File: src/bbc_pkg.sv
// Package for the binary/BCD converter: word and digit sizes, function codes,
// controller states and the per-digit helpers of the shift datapath.
// No dependencies.
`timescale 1ns / 1ps
`default_nettype none

package bbc_pkg;

  // Word and digit geometry
  localparam int WORD_W     = 32;
  localparam int NIB_W      = 4;
  localparam int NIBS       = WORD_W / NIB_W;
  localparam int DIGITS     = 8;
  // A word holds at most eight nibbles; clamp the digit count to 1..8
  localparam int EFF_DIGITS = (DIGITS > NIBS) ? NIBS : ((DIGITS < 1) ? 1 : DIGITS);
  localparam int CNT_W      = $clog2(WORD_W);
  // Left shift that puts the top used digit into the top nibble
  localparam int FB_SHIFT   = NIB_W * (NIBS - EFF_DIGITS);

  // Function codes carried on the input tuser
  localparam logic FUNC_TO_BCD   = 1'b0;
  localparam logic FUNC_FROM_BCD = 1'b1;

  typedef enum logic [1:0] {
    ST_IDLE,
    ST_TO_BCD,
    ST_FROM_BCD,
    ST_FINISH
  } state_t;

  function automatic logic [63:0] pow10(input int n);
    logic [63:0] p;
    p = 64'd1;
    for (int i = 0; i < n; i++) begin
      p = p * 64'd10;
    end
    return p;
  endfunction

  // Smallest binary value that no longer fits the digit count
  localparam logic [WORD_W:0] BCD_LIMIT = (WORD_W + 1)'(pow10(EFF_DIGITS));

  // Double dabble correction: add three to every digit of five or more
  function automatic logic [WORD_W-1:0] dd_adjust(input logic [WORD_W-1:0] v);
    logic [WORD_W-1:0] r;
    r = v;
    for (int i = 0; i < NIBS; i++) begin
      if (r[NIB_W*i +: NIB_W] >= 4'd5) begin
        r[NIB_W*i +: NIB_W] = r[NIB_W*i +: NIB_W] + 4'd3;
      end
    end
    return r;
  endfunction

  // Flag a digit above nine in the used nibbles or any nonzero nibble above them
  function automatic logic bcd_invalid(input logic [WORD_W-1:0] v);
    logic bad;
    bad = 1'b0;
    for (int i = 0; i < NIBS; i++) begin
      if (i < EFF_DIGITS) begin
        if (v[NIB_W*i +: NIB_W] > 4'd9) begin
          bad = 1'b1;
        end
      end else if (v[NIB_W*i +: NIB_W] != 4'd0) begin
        bad = 1'b1;
      end
    end
    return bad;
  endfunction

endpackage

`default_nettype wire

File: src/binary_bcd_converter.sv
// Binary to BCD: the result is built by the 32-step double dabble shift loop
// after the input transaction. BCD to binary: one digit accumulated per cycle.
// A rejected input skips the loop and goes straight to the output register. No
// new input is taken until the previous result is loaded into the output register.
// Synchronous active-high reset empties the controller and the output register.
`timescale 1ns / 1ps
`default_nettype none

// Top level of the converter: stream ports, controller and serial datapath.
// Depends on bbc_pkg.
module binary_bcd_converter (
  input  wire logic        clk,
  input  wire logic        rst,
  input  wire logic        s_axis_tvalid,
  output logic             s_axis_tready,
  input  wire logic [31:0] s_axis_tdata,   // [31:0] value_in
  input  wire logic        s_axis_tuser,   // [0] func
  output logic             m_axis_tvalid,
  input  wire logic        m_axis_tready,
  output logic [31:0]      m_axis_tdata,   // [31:0] value_out
  output logic             m_axis_tuser    // [0] error
);

  bbc_pkg::state_t state, state_next;

  logic [bbc_pkg::WORD_W-1:0] src;     // input bits still to be consumed
  logic [bbc_pkg::WORD_W-1:0] res;     // BCD digits or binary accumulator
  logic [bbc_pkg::CNT_W-1:0]  cnt;
  logic                       err;

  logic                       in_fire;
  logic                       out_free;
  logic                       out_load;
  logic                       in_bad;
  logic                       tb_last;
  logic                       fb_last;
  logic [bbc_pkg::WORD_W-1:0] acc_x10;
  logic [bbc_pkg::WORD_W-1:0] res_adj;

  assign in_fire  = s_axis_tvalid && s_axis_tready;
  assign out_free = !m_axis_tvalid || m_axis_tready;
  assign tb_last  = (cnt == bbc_pkg::CNT_W'(bbc_pkg::WORD_W - 1));
  assign fb_last  = (cnt == bbc_pkg::CNT_W'(bbc_pkg::EFF_DIGITS - 1));

  // Check the input range for the selected direction
  always_comb begin
    if (s_axis_tuser == bbc_pkg::FUNC_TO_BCD) begin
      in_bad = ({1'b0, s_axis_tdata} >= bbc_pkg::BCD_LIMIT);
    end else begin
      in_bad = bbc_pkg::bcd_invalid(s_axis_tdata);
    end
  end

  // One decimal digit step: acc * 10 + next digit
  assign acc_x10 = {res[bbc_pkg::WORD_W-4:0], 3'b000}
                 + {res[bbc_pkg::WORD_W-2:0], 1'b0}
                 + {{(bbc_pkg::WORD_W - bbc_pkg::NIB_W){1'b0}},
                    src[bbc_pkg::WORD_W-1 -: bbc_pkg::NIB_W]};

  // Correct the BCD digits before each shift
  assign res_adj = bbc_pkg::dd_adjust(res);

  // Next state
  always_comb begin
    state_next = state;
    case (state)
      bbc_pkg::ST_IDLE: begin
        if (in_fire) begin
          if (in_bad) begin
            state_next = bbc_pkg::ST_FINISH;
          end else if (s_axis_tuser == bbc_pkg::FUNC_TO_BCD) begin
            state_next = bbc_pkg::ST_TO_BCD;
          end else begin
            state_next = bbc_pkg::ST_FROM_BCD;
          end
        end
      end
      bbc_pkg::ST_TO_BCD: begin
        if (tb_last) state_next = bbc_pkg::ST_FINISH;
      end
      bbc_pkg::ST_FROM_BCD: begin
        if (fb_last) state_next = bbc_pkg::ST_FINISH;
      end
      bbc_pkg::ST_FINISH: begin
        if (out_free) state_next = bbc_pkg::ST_IDLE;
      end
      default: state_next = bbc_pkg::ST_IDLE;
    endcase
  end

  // Controller outputs
  always_comb begin
    s_axis_tready = 1'b0;
    out_load      = 1'b0;
    case (state)
      bbc_pkg::ST_IDLE:   s_axis_tready = 1'b1;
      bbc_pkg::ST_FINISH: out_load      = out_free;
      default: begin
        s_axis_tready = 1'b0;
        out_load      = 1'b0;
      end
    endcase
  end

  always_ff @(posedge clk) begin
    if (rst) begin
      state <= bbc_pkg::ST_IDLE;
    end else begin
      state <= state_next;
    end
  end

  // Serial datapath: load, then shift one bit or one digit per cycle
  always_ff @(posedge clk) begin
    case (state)
      bbc_pkg::ST_IDLE: begin
        cnt <= '0;
        if (in_fire) begin
          err <= in_bad;
          if (in_bad) begin
            res <= '1;
            src <= s_axis_tdata;
          end else if (s_axis_tuser == bbc_pkg::FUNC_TO_BCD) begin
            res <= '0;
            src <= s_axis_tdata;
          end else begin
            res <= '0;
            src <= s_axis_tdata << bbc_pkg::FB_SHIFT;
          end
        end
      end
      bbc_pkg::ST_TO_BCD: begin
        res <= {res_adj[bbc_pkg::WORD_W-2:0], src[bbc_pkg::WORD_W-1]};
        src <= {src[bbc_pkg::WORD_W-2:0], 1'b0};
        cnt <= cnt + 1'b1;
      end
      bbc_pkg::ST_FROM_BCD: begin
        res <= acc_x10;
        src <= {src[bbc_pkg::WORD_W-bbc_pkg::NIB_W-1:0], {bbc_pkg::NIB_W{1'b0}}};
        cnt <= cnt + 1'b1;
      end
      default: begin
        cnt <= cnt;
      end
    endcase
  end

  // Output register: hold a result until the downstream side takes it
  always_ff @(posedge clk) begin
    if (rst) begin
      m_axis_tvalid <= 1'b0;
    end else if (out_load) begin
      m_axis_tvalid <= 1'b1;
    end else if (m_axis_tready) begin
      m_axis_tvalid <= 1'b0;
    end
  end

  always_ff @(posedge clk) begin
    if (out_load) begin
      m_axis_tdata <= res;
      m_axis_tuser <= err;
    end
  end

endmodule

`default_nettype wire

File: config.mk
export PLATFORM = sky130hd
export DESIGN_NAME = binary_bcd_converter
export DESIGN_NICKNAME = d
export VERILOG_FILES = /design/src/bbc_pkg.sv /design/src/binary_bcd_converter.sv
export SDC_FILE = /design/constraint.sdc
export NUM_CORES = 1
export LEC_CHECK = 0
export BUFFER_PORTS_ARGS = -buffer_cell sky130_fd_sc_hd__buf_4
export CAP_MARGIN = 20
export CORE_ASPECT_RATIO = 1.75
export CORE_MARGIN = 2
export CORE_UTILIZATION = 55
export CTS_CLUSTER_DIAMETER = 40
export DETAILED_ROUTE_END_ITERATION = 7
export GPL_TIMING_DRIVEN = 0
export HOLD_SLACK_MARGIN = 0.06
export PLACE_DENSITY = 0.8
export SYNTH_ARGS = -nofsm -noshare
export SYNTH_HDL_FRONTEND = slang
export SYNTH_SLANG_ARGS = --single-unit
File: constraint.sdc
create_clock -name clk -period 4.61 [get_ports clk]
set_input_delay 0.461 -clock clk [delete_from_list [all_inputs] [get_ports clk]]
set_output_delay 0.461 -clock clk [all_outputs]
set_load 0.005 [all_outputs]
==> results.cfg, run 1 <==
[cts]
cts_tree = yes
cts_setup_buffers = 0
cts_resized = 0
cts_buffers = 9
clockRootBuffer = clkbuf_16
ctsHtreeMaxLevel = 3
clk_latency_ns = 0.36
cts.path.max_buffers = 2
holdBufCountCts = 0
path_clk_slew_ns = 0.08
clkSinkCount = 106

[synth]
synthDistinctLibCells = 68
ys_warn_count = 0
synth_seq_cells = 106
netlist_area_sq_um = 7550
synthAdderAreaFrac_pct = 14.1
synth-simple-area-share_pct = 13.7
syn_area_per_cell_sq_um = 9.89
synth_top_family_by_area = compound AO/OA/AOI/OAI gates
yosysSeqAreaShare_pct = 41.8
synth_nets = 884
synth-edff-count = 103
ys.flop_type = edfxtp_1
ys_async_sr_fraction_pct = 0
synthCells = 763
synth.area.mux_share_pct = 0.680
synth_xor_xnor_area_share_pct = 3.71
synth-compound-area-share_pct = 22.1

[timing]
worst_pin_slew_ns = 0.698
setup_viol = 0
relSlewSlack_pct = 53.1
hold_violations = 0
period_share_pct = 76.8
fin_skew_ns = 0.00886
maxSlewViolCount = 0
finalHoldWorstSlack_ns = 0.274
setup_ws_ns = 1.07
period_minus_slack_ns = 3.54
rsz0062_at_grt = no
fmax_ghz = 0.282

[worst_setup_path]
crit-reg2reg-launch = res[0]$_DFFE_PP_
cp-start-kind = register
critPathMaxStageDelay_ns = 0.52
critical_path_class = register to register
slowest_stage = fa_1
crit_required_ns = 4.77
rrSetupSlack_ns = 1.07
cp-end-kind = register
crit_chain = inv_1 -> fa_1 -> inv_1 -> fa_1 -> a21o_1 -> a221o_1 -> nand3_1 -> o211ai_1 -> or3_1 -> a31oi_1
worst_r2r_endpoint = res[24]$_DFFE_PP_
rr_worst_depth = 10
worstPathMaxFanout = 5
worstPathArrival_ns = 3.70

[floorplanning]
die_w_um = 92.6
rows = 56
die_area_sq_um = 14700
io_pins = 72
start_util_pct = 56.4
core_area_sq_um = 13400
fp.dieH_um = 159

[routing]
wire_per_inst_um = 18.4
drc = 0
viasPerCell = 6.10
firstDrtPassIters = 6
vias = 6267
wirelength_mm = 18.9
drt_iter0_markers = 466
drtAntennaViolNets = 0

[grt]
track_usage_pct = 26.1
grt_pass1_vias = 6154
grt-ovfl-total = 0
antenna_found_initial = 0
grt_pass1_wl_mm = 30.0
grt_max_degree = 33

[min_path]
hp-start = rst
hold_depth = 2
hold_class = primary input to register
min_to = m_axis_tvalid$_SDFFE_PP0P_

[placed_design]
dp_hpwl_mm = 14.4
post-place-ws_ns = 1.15
io_buffers = 71
gp_congestion = 0.946

[cells_and_area]
drive_gt1_share_pct = 14.4
antenna_cells = 0
area_delta_synth_final_pct = 15.3
final_nets = 969

[flow_run]
drv_cap = 0

[status]
status = completed
## cells by family (layout without fill, tap and decap cells)
group | count (synthesis) | in the layout
AO/OA/AOI/OAI | 250 | 250
AND/OR/NAND/NOR | 216 | 216
flip-flops | 106 | 106
adder cells (fa/ha/maj) | 84 | 84
buffers and inverters | 70 | 160
XOR/XNOR | 32 | 32
multiplexers | 5 | 5
## final cells by class
class | instances | area, sq um
flip-flops and latches | 106 | 3150
clock buffers | 9 | 225
plain buffers | 35 | 161
repair buffers | 74 | 601
fillers | 1093 | 4680
inverters | 35 | 131
well taps | 174 | 218
multi-input cells | 587 | 4120
clock inverters | 7 | 95.1
## worst max-delay path by stage
stage / from / to / slack [ns] / cells after the start
after global routing: res[0]$_DFFE_PP_ / res[30]$_DFFE_PP_ / 0.93 / 11
after global placement: state[0]$_SDFFE_PP0P_ / res[9]$_DFFE_PP_ / -1.24 / 3
after CTS: res[0]$_DFFE_PP_ / res[30]$_DFFE_PP_ / 1.11 / 11
after floorplan: state[0]$_SDFFE_PP0P_ / res[0]$_DFFE_PP_ / 0.28 / 3
after detailed placement: res[0]$_DFFE_PP_ / res[30]$_DFFE_PP_ / 1.15 / 11
final: res[0]$_DFFE_PP_ / res[24]$_DFFE_PP_ / 1.07 / 10
## synthesized netlist by cell type (all sizes together) (15+ instances only)
cell | instances | share of area, %
a21oi | 88 | 6.1
a22oi | 29 | 3.1
a31oi | 19 | 1.6
clkbuf | 23 | 1.1
edfxtp | 103 | 41
ha | 82 | 14
inv | 35 | 1.7
nand2 | 70 | 3.5
nand2b | 15 | 1.2
nor2 | 59 | 3.1
o21ai | 55 | 3.7
xnor2 | 24 | 2.8
## through the flow
| stage | TNS (ns) | std cells | cell area [sq um] | util [%] |
|---|---|---|---|---|
| finish | 0 | 1027 | 8710 | 65.1 |
| global route | 0 | 1027 | 8710 | 65.1 |
| CTS | 0 | 1027 | 8710 | 65.1 |
| detailed placement | 0 | 1011 | 8390 | 62.7 |
| global placement | -78.69 | 1008 | 8300 | 62.0 |
| floorplan | 0 | 763 | 7550 | - |
## critical path: cells and delay by family, from the launching register on
kind / cells / cell delay, ns
adders and majority gates: 2 / 0.99
buffers and inverters: 2 / 0.21
DFF: 1 / 0.44
and+or+nand+nor: 2 / 0.60
AOI/OAI and AO/OA: 4 / 1.11
## layer usage
metal | GRT usage, % | wire length (um) | up-vias
li1 | - | - | 3026
met1 | 28.8 | 7040 | 2969
met2 | 47.8 | 10100 | 214
met3 | 2.46 | 753 | 58
met4 | 14.5 | 981 | 0
met5 | 0 | 0 | -
## placed cells by master (no fill, tap or decap), drive strengths merged, types with 3 or more instances in the layout
cell and n:
edfxtp 103, a21oi 88, buf 86, ha 82
nand2 70, nor2 59, o21ai 55, inv 38
clkbuf 32, a22oi 29, xnor2 24, a31oi 19
nand2b 15, nand3 12, nor3 12, nand4 10
o211ai 10, nor3b 9, xor2 8, a21o 8
and2 7, o221ai 6, nor2b 6, and3 5
o21a 4, mux2i 4, a211o 4, a211oi 4
nand4b 3, nand3b 3, or3 3, dfxtp 3
a2111oi 3, a311oi 3, o21bai 3, clkinv 3
## state kept, by name (all words and copies together), names as in the netlist
name and flops:
cnt 5, err 1, m_axis_tdata 32, m_axis_tuser 1, m_axis_tvalid 1, res 32
src 32, state 2
Power of run 1 is not shown: default switching activity piles up to over one toggle a cycle in this logic, so the estimate is an artifact.
==> run 2, diff against run 1 <==
- CORE_UTILIZATION: 55 -> 61
- PLACE_DENSITY: 0.8 -> 0.84
- clock period: 4.61 -> 3.5 ns (I/O delays scaled with it)
==> run 2 against run 1 <==
Compared with the run above: count of clock-buffer cells in the layout stayed put; register-to-register slack worse by 1.0 ns; cell area is 0.22% higher; routed wire length grew 8.1%; fmax is 3.1% higher; non-clock buffer count rose by 7; via count grew 3.3%; die area decreased by 9.5%; global-route usage rose by 5.6 points.
==> results.cfg, run 2 (same netlist as run 1, synthesis figures left out) <==
[status]
status = completed

[timing]
finalHoldWorstSlack_ns = 0.159
hold_violations = 0
fin_skew_ns = 0.00860
period_minus_slack_ns = 3.43
period_share_pct = 98.1
maxSlewViolCount = 0
rsz0062_at_grt = yes
fmax_ghz = 0.291
setup_viol = 0
relSlewSlack_pct = 31.9
worst_pin_slew_ns = 1.02

[floorplanning]
start_util_pct = 62.5
die_w_um = 88.1
rows = 53
fp.dieH_um = 151
io_pins = 72
die_area_sq_um = 13300
core_area_sq_um = 12100

[routing]
drc = 0
wirelength_mm = 20.4
drt_iter0_markers = 381
drtAntennaViolNets = 0
firstDrtPassIters = 5
wire_per_inst_um = 19.9
vias = 6475
viasPerCell = 6.32

[worst_setup_path]
endpoint = res[30]$_DFFE_PP_
cp-start-kind = register
worstPathMaxFanout = 4
crit-reg2reg-launch = res[0]$_DFFE_PP_
rrSetupSlack_ns = 0.07
rr_worst_depth = 11
worst_r2r_endpoint = res[30]$_DFFE_PP_
cp-startpoint = res[0]$_DFFE_PP_
crit_required_ns = 3.58
critical_path_class = register to register
worstPathArrival_ns = 3.51
cp-end-kind = register

[cells_and_area]
mostFrequentLayoutCells = edfxtp_1 (103), buf_4 (84), a21oi_1 (84), ha_1 (82), nand2_1 (70)
antenna_cells = 0
final_cells = 1025
final-seq-area_sq_um = 3150
area_delta_synth_final_pct = 15.6
multi_input_area_sq_um = 4120
fillers = 918
final_nets = 976
final_common_cell = edfxtp_1
drive_gt1_share_pct = 15.1
top_regs = m_axis_tdata (32), res (32), src (32)
utilization_pct = 72.3

[cts]
clockRootBuffer = clkbuf_16
cts_tree = yes
ctsHtreeMaxLevel = 3
path_clk_slew_ns = 0.07
cts_buffers = 9
clk_latency_ns = 0.36
cts.path.max_buffers = 2
holdBufCountCts = 0
clkSinkCount = 106

[placed_design]
gp_congestion = 0.958
io_buffers = 71
dp.cells = 1001
dp_hpwl_mm = 15.6

[grt]
grt_pass1_wl_mm = 32.2
track_usage_pct = 31.7
antenna_found_initial = 0
grt_pass1_vias = 6654
grt-ovfl-total = 0
grt_max_degree = 34

[min_path]
hold_class = primary input to register

[flow_run]
drv_cap = 0
## run 2: cell count changes in the layout (fill, tap and decap cells not counted), sizes merged
| cell | before | now |
|---|---|---|
| clkinv | 3 | 1 |
| clkinvlp | 0 | 2 |
| buf | 86 | 93 |
## run 2: area by class of cell
class / instances / share of cell area (%)
Inverter: 35 / 1.51
Buffer: 35 / 1.85
Clock inverter: 7 / 0.975
Tap cell: 165 / 2.37
Clock buffer: 9 / 2.58
Multi-Input combinational cell: 587 / 47.2
Timing Repair Buffer: 81 / 7.34
Sequential cell: 106 / 36.1
## run 2: routing by layer
metal,global-route usage (%),vias to the layer above,wire [um]
li1,-,3047,-
met1,33.5,3062,7280
met2,58.9,286,11100
met3,4.03,80,993
met4,17.6,0,1090
met5,0,-,0
## run 2: timing repair
action / 4_1_cts / 5_1_grt
gates resized for setup: 0 / 0
hold endpoints to repair: 0 / 0
buffers inserted: 2 / 6
pin swaps: 1 / 4
endpoints found under the setup margin: 1 / 6
## run 2: worst max-delay path: stages, from the launching register on
cell and delay [ns]:
edfxtp_1 0.41, inv_1 0.13, fa_1 0.53, inv_1 0.08, fa_1 0.47, a21o_1 0.23
a221o_1 0.36, o22ai_4 0.18, a2111oi_2 0.12, a311oi_2 0.24, xor2_1 0.25, o221ai_1 0.16
## run 2: worst min-delay path by stage
stage                  start                          to  depth (start not counted)
6_report                 rst  m_axis_tvalid$_SDFFE_PP0P_                          2
5_1_grt                  rst  m_axis_tvalid$_SDFFE_PP0P_                          2
4_1_cts                  rst  m_axis_tvalid$_SDFFE_PP0P_                          2
3_5_place_dp   err$_DFFE_PP_      m_axis_tuser$_DFFE_PP_                          0
3_3_place_gp   err$_DFFE_PP_      m_axis_tuser$_DFFE_PP_                          0
2_1_floorplan  err$_DFFE_PP_      m_axis_tuser$_DFFE_PP_                          0
## run 2: metrics by stage
stage	setup slack, ns	TNS (ns)	cell area (sq um)
after detailed placement	0.00233	0	8350
after global placement	-0.438	-27.69	8290
after CTS	0.0269	0	8680
after global routing	-0.0497	-0.0744	8720
after floorplan	0.434	0	7550
final	0.0670	0	8720
Power of run 2 is left out for the same reason.
==> run 3, diff against run 2 <==
- MAX_ROUTING_LAYER: default -> met4
==> run 3 against run 2 <==
Compared with the run above: count of clock-buffer cells in the layout rose by 4; die area unchanged; flip-flop and latch count did not move; fmax rose by 0.18%; hold slack got worse by 0.0017 ns; first-iteration DRC count shrank 6.8%; cell area about the same; global-route usage up 2.1 points.
==> results.cfg, run 3 (same netlist as run 1, synthesis figures left out) <==
[grt]
antenna_found_initial = 0
grt_max_degree = 34
grt_pass1_wl_mm = 32.9
grt_pass1_vias = 6633
grt-ovfl-total = 0
track_usage_pct = 33.8

[placed_design]
io_buffers = 71
dpl_cell_area_sq_um = 8350
dp_hpwl_mm = 16.0
gp_congestion = 0.978
post-place-ws_ns = -0.00491

[cells_and_area]
final_common_cell = edfxtp_1
design_area_sq_um = 8730
top_regs = m_axis_tdata (32), res (32), src (32)
drive_gt1_share_pct = 15.0
final_nets = 975
antenna_cells = 0
fillers = 944
area_delta_synth_final_pct = 15.6
mostFrequentLayoutCells = edfxtp_1 (103), a21oi_1 (84), buf_4 (83), ha_1 (82), nand2_1 (70)

[routing]
drtAntennaViolNets = 0
drc = 0
wirelength_mm = 20.9
viasPerCell = 6.30
vias = 6456
firstDrtPassIters = 5
wire_per_inst_um = 20.4
drt_iter0_markers = 355

[worst_setup_path]
crit_required_ns = 3.56
critical_path_class = register to register
critPathMaxStageDelay_ns = 0.53
path_depth = 11
crit_chain = inv_1 -> fa_1 -> inv_1 -> fa_2 -> a21o_1 -> a221o_1 -> o22ai_4 -> a2111oi_2 -> a311oi_2 -> xor2_1 -> o221ai_1
crit_buf_inv = 2
rr_worst_depth = 11
worstPathMaxFanout = 4
crit_family = compound AO/OA/AOI/OAI gates
cp_common_cell = inv_1
worstPathArrival_ns = 3.49
slowest_stage = fa_1
cp-start-kind = register
cp-end-kind = register

[floorplanning]
fp.dieH_um = 151
io_pins = 72
start_util_pct = 62.5
core_area_sq_um = 12100
die_w_um = 88.1
rows = 53
die_area_sq_um = 13300

[cts]
cts.path.max_buffers = 2
cts_buffers = 9
cts_tree = yes
clk_latency_ns = 0.36
path_clk_slew_ns = 0.07
ctsHtreeMaxLevel = 3
holdBufCountCts = 0
clkSinkCount = 106
clockRootBuffer = clkbuf_16

[min_path]
hold_depth = 2
hold_class = primary input to register

[timing]
fin_skew_ns = 0.00929
setup_viol = 0
finalHoldWorstSlack_ns = 0.157
relSlewSlack_pct = 29.4
hold_violations = 0
period_share_pct = 97.9
setup_ws_ns = 0.0731
period_minus_slack_ns = 3.43
worst_pin_slew_ns = 1.06
maxSlewViolCount = 0
fmax_ghz = 0.292

[status]
status = completed

[flow_run]
drv_cap = 0
==> run 3: changes by cell type in the layout (fill, tap and decap cells not counted), sizes merged <==
cell / change
inv: -3
clkbuf: +4
clkinvlp: -2
clkinv: +1
buf: -1
==> run 3: path summary, 6_finish.rpt <==
check	from	endpoint	slack (ns)
worst max register to register	res[0]$_DFFE_PP_	res[30]$_DFFE_PP_	0.07
worst max-delay path	res[0]$_DFFE_PP_	res[30]$_DFFE_PP_	0.07
worst min register to register	err$_DFFE_PP_	m_axis_tuser$_DFFE_PP_	0.44
worst min-delay path	rst	state[1]$_SDFFE_PP0P_	0.16
==> run 3: cell type report <==
cell class,count,area [sq um],share of cell area [%]
buffer,35,161,1.85
multi-input combinational,587,4120,47.3
clock inverter,3,47.5,0.545
clock buffer,13,270,3.10
timing repair buffer,80,633,7.25
sequential,106,3150,36.1
tap,165,206,2.37
inverter,35,131,1.51
==> run 3: repair_timing <==
item                                    in CTS  in global routing
hold endpoints to repair                     0                  0
pin swaps                                    1                  4
setup buffers                                1                  6
gates resized for setup                      0                  1
endpoints found under the setup margin       1                  5
==> run 3: per-stage QoR <==
step	util, %	instances	TNS, ns
2_1_floorplan	-	763	0
3_3_place_gp	68.7	999	-25.81
3_5_place_dp	69.2	1001	-0.00491
4_1_cts	71.9	1018	0
5_1_grt	72.3	1024	-0.00478
6_report	72.3	1024	0
==> run 3: worst reg2reg max path, stage by stage, from the launching register on <==
cell and delay [ns]:
edfxtp_1 0.42, inv_1 0.12, fa_1 0.53, inv_1 0.08
fa_2 0.41, a21o_1 0.22, a221o_1 0.36, o22ai_4 0.17
a2111oi_2 0.11, a311oi_2 0.35, xor2_1 0.20, o221ai_1 0.16
==> run 3: layer usage <==
layer	global-route usage (%)	up-vias	share of wire, %
met5	-	-	0
met1	34.9	3101	36
met2	59.8	240	54
met3	4.52	77	4.1
met4	20.2	0	5.8
li1	-	3038	-
Power of run 3 is left out for the same reason.
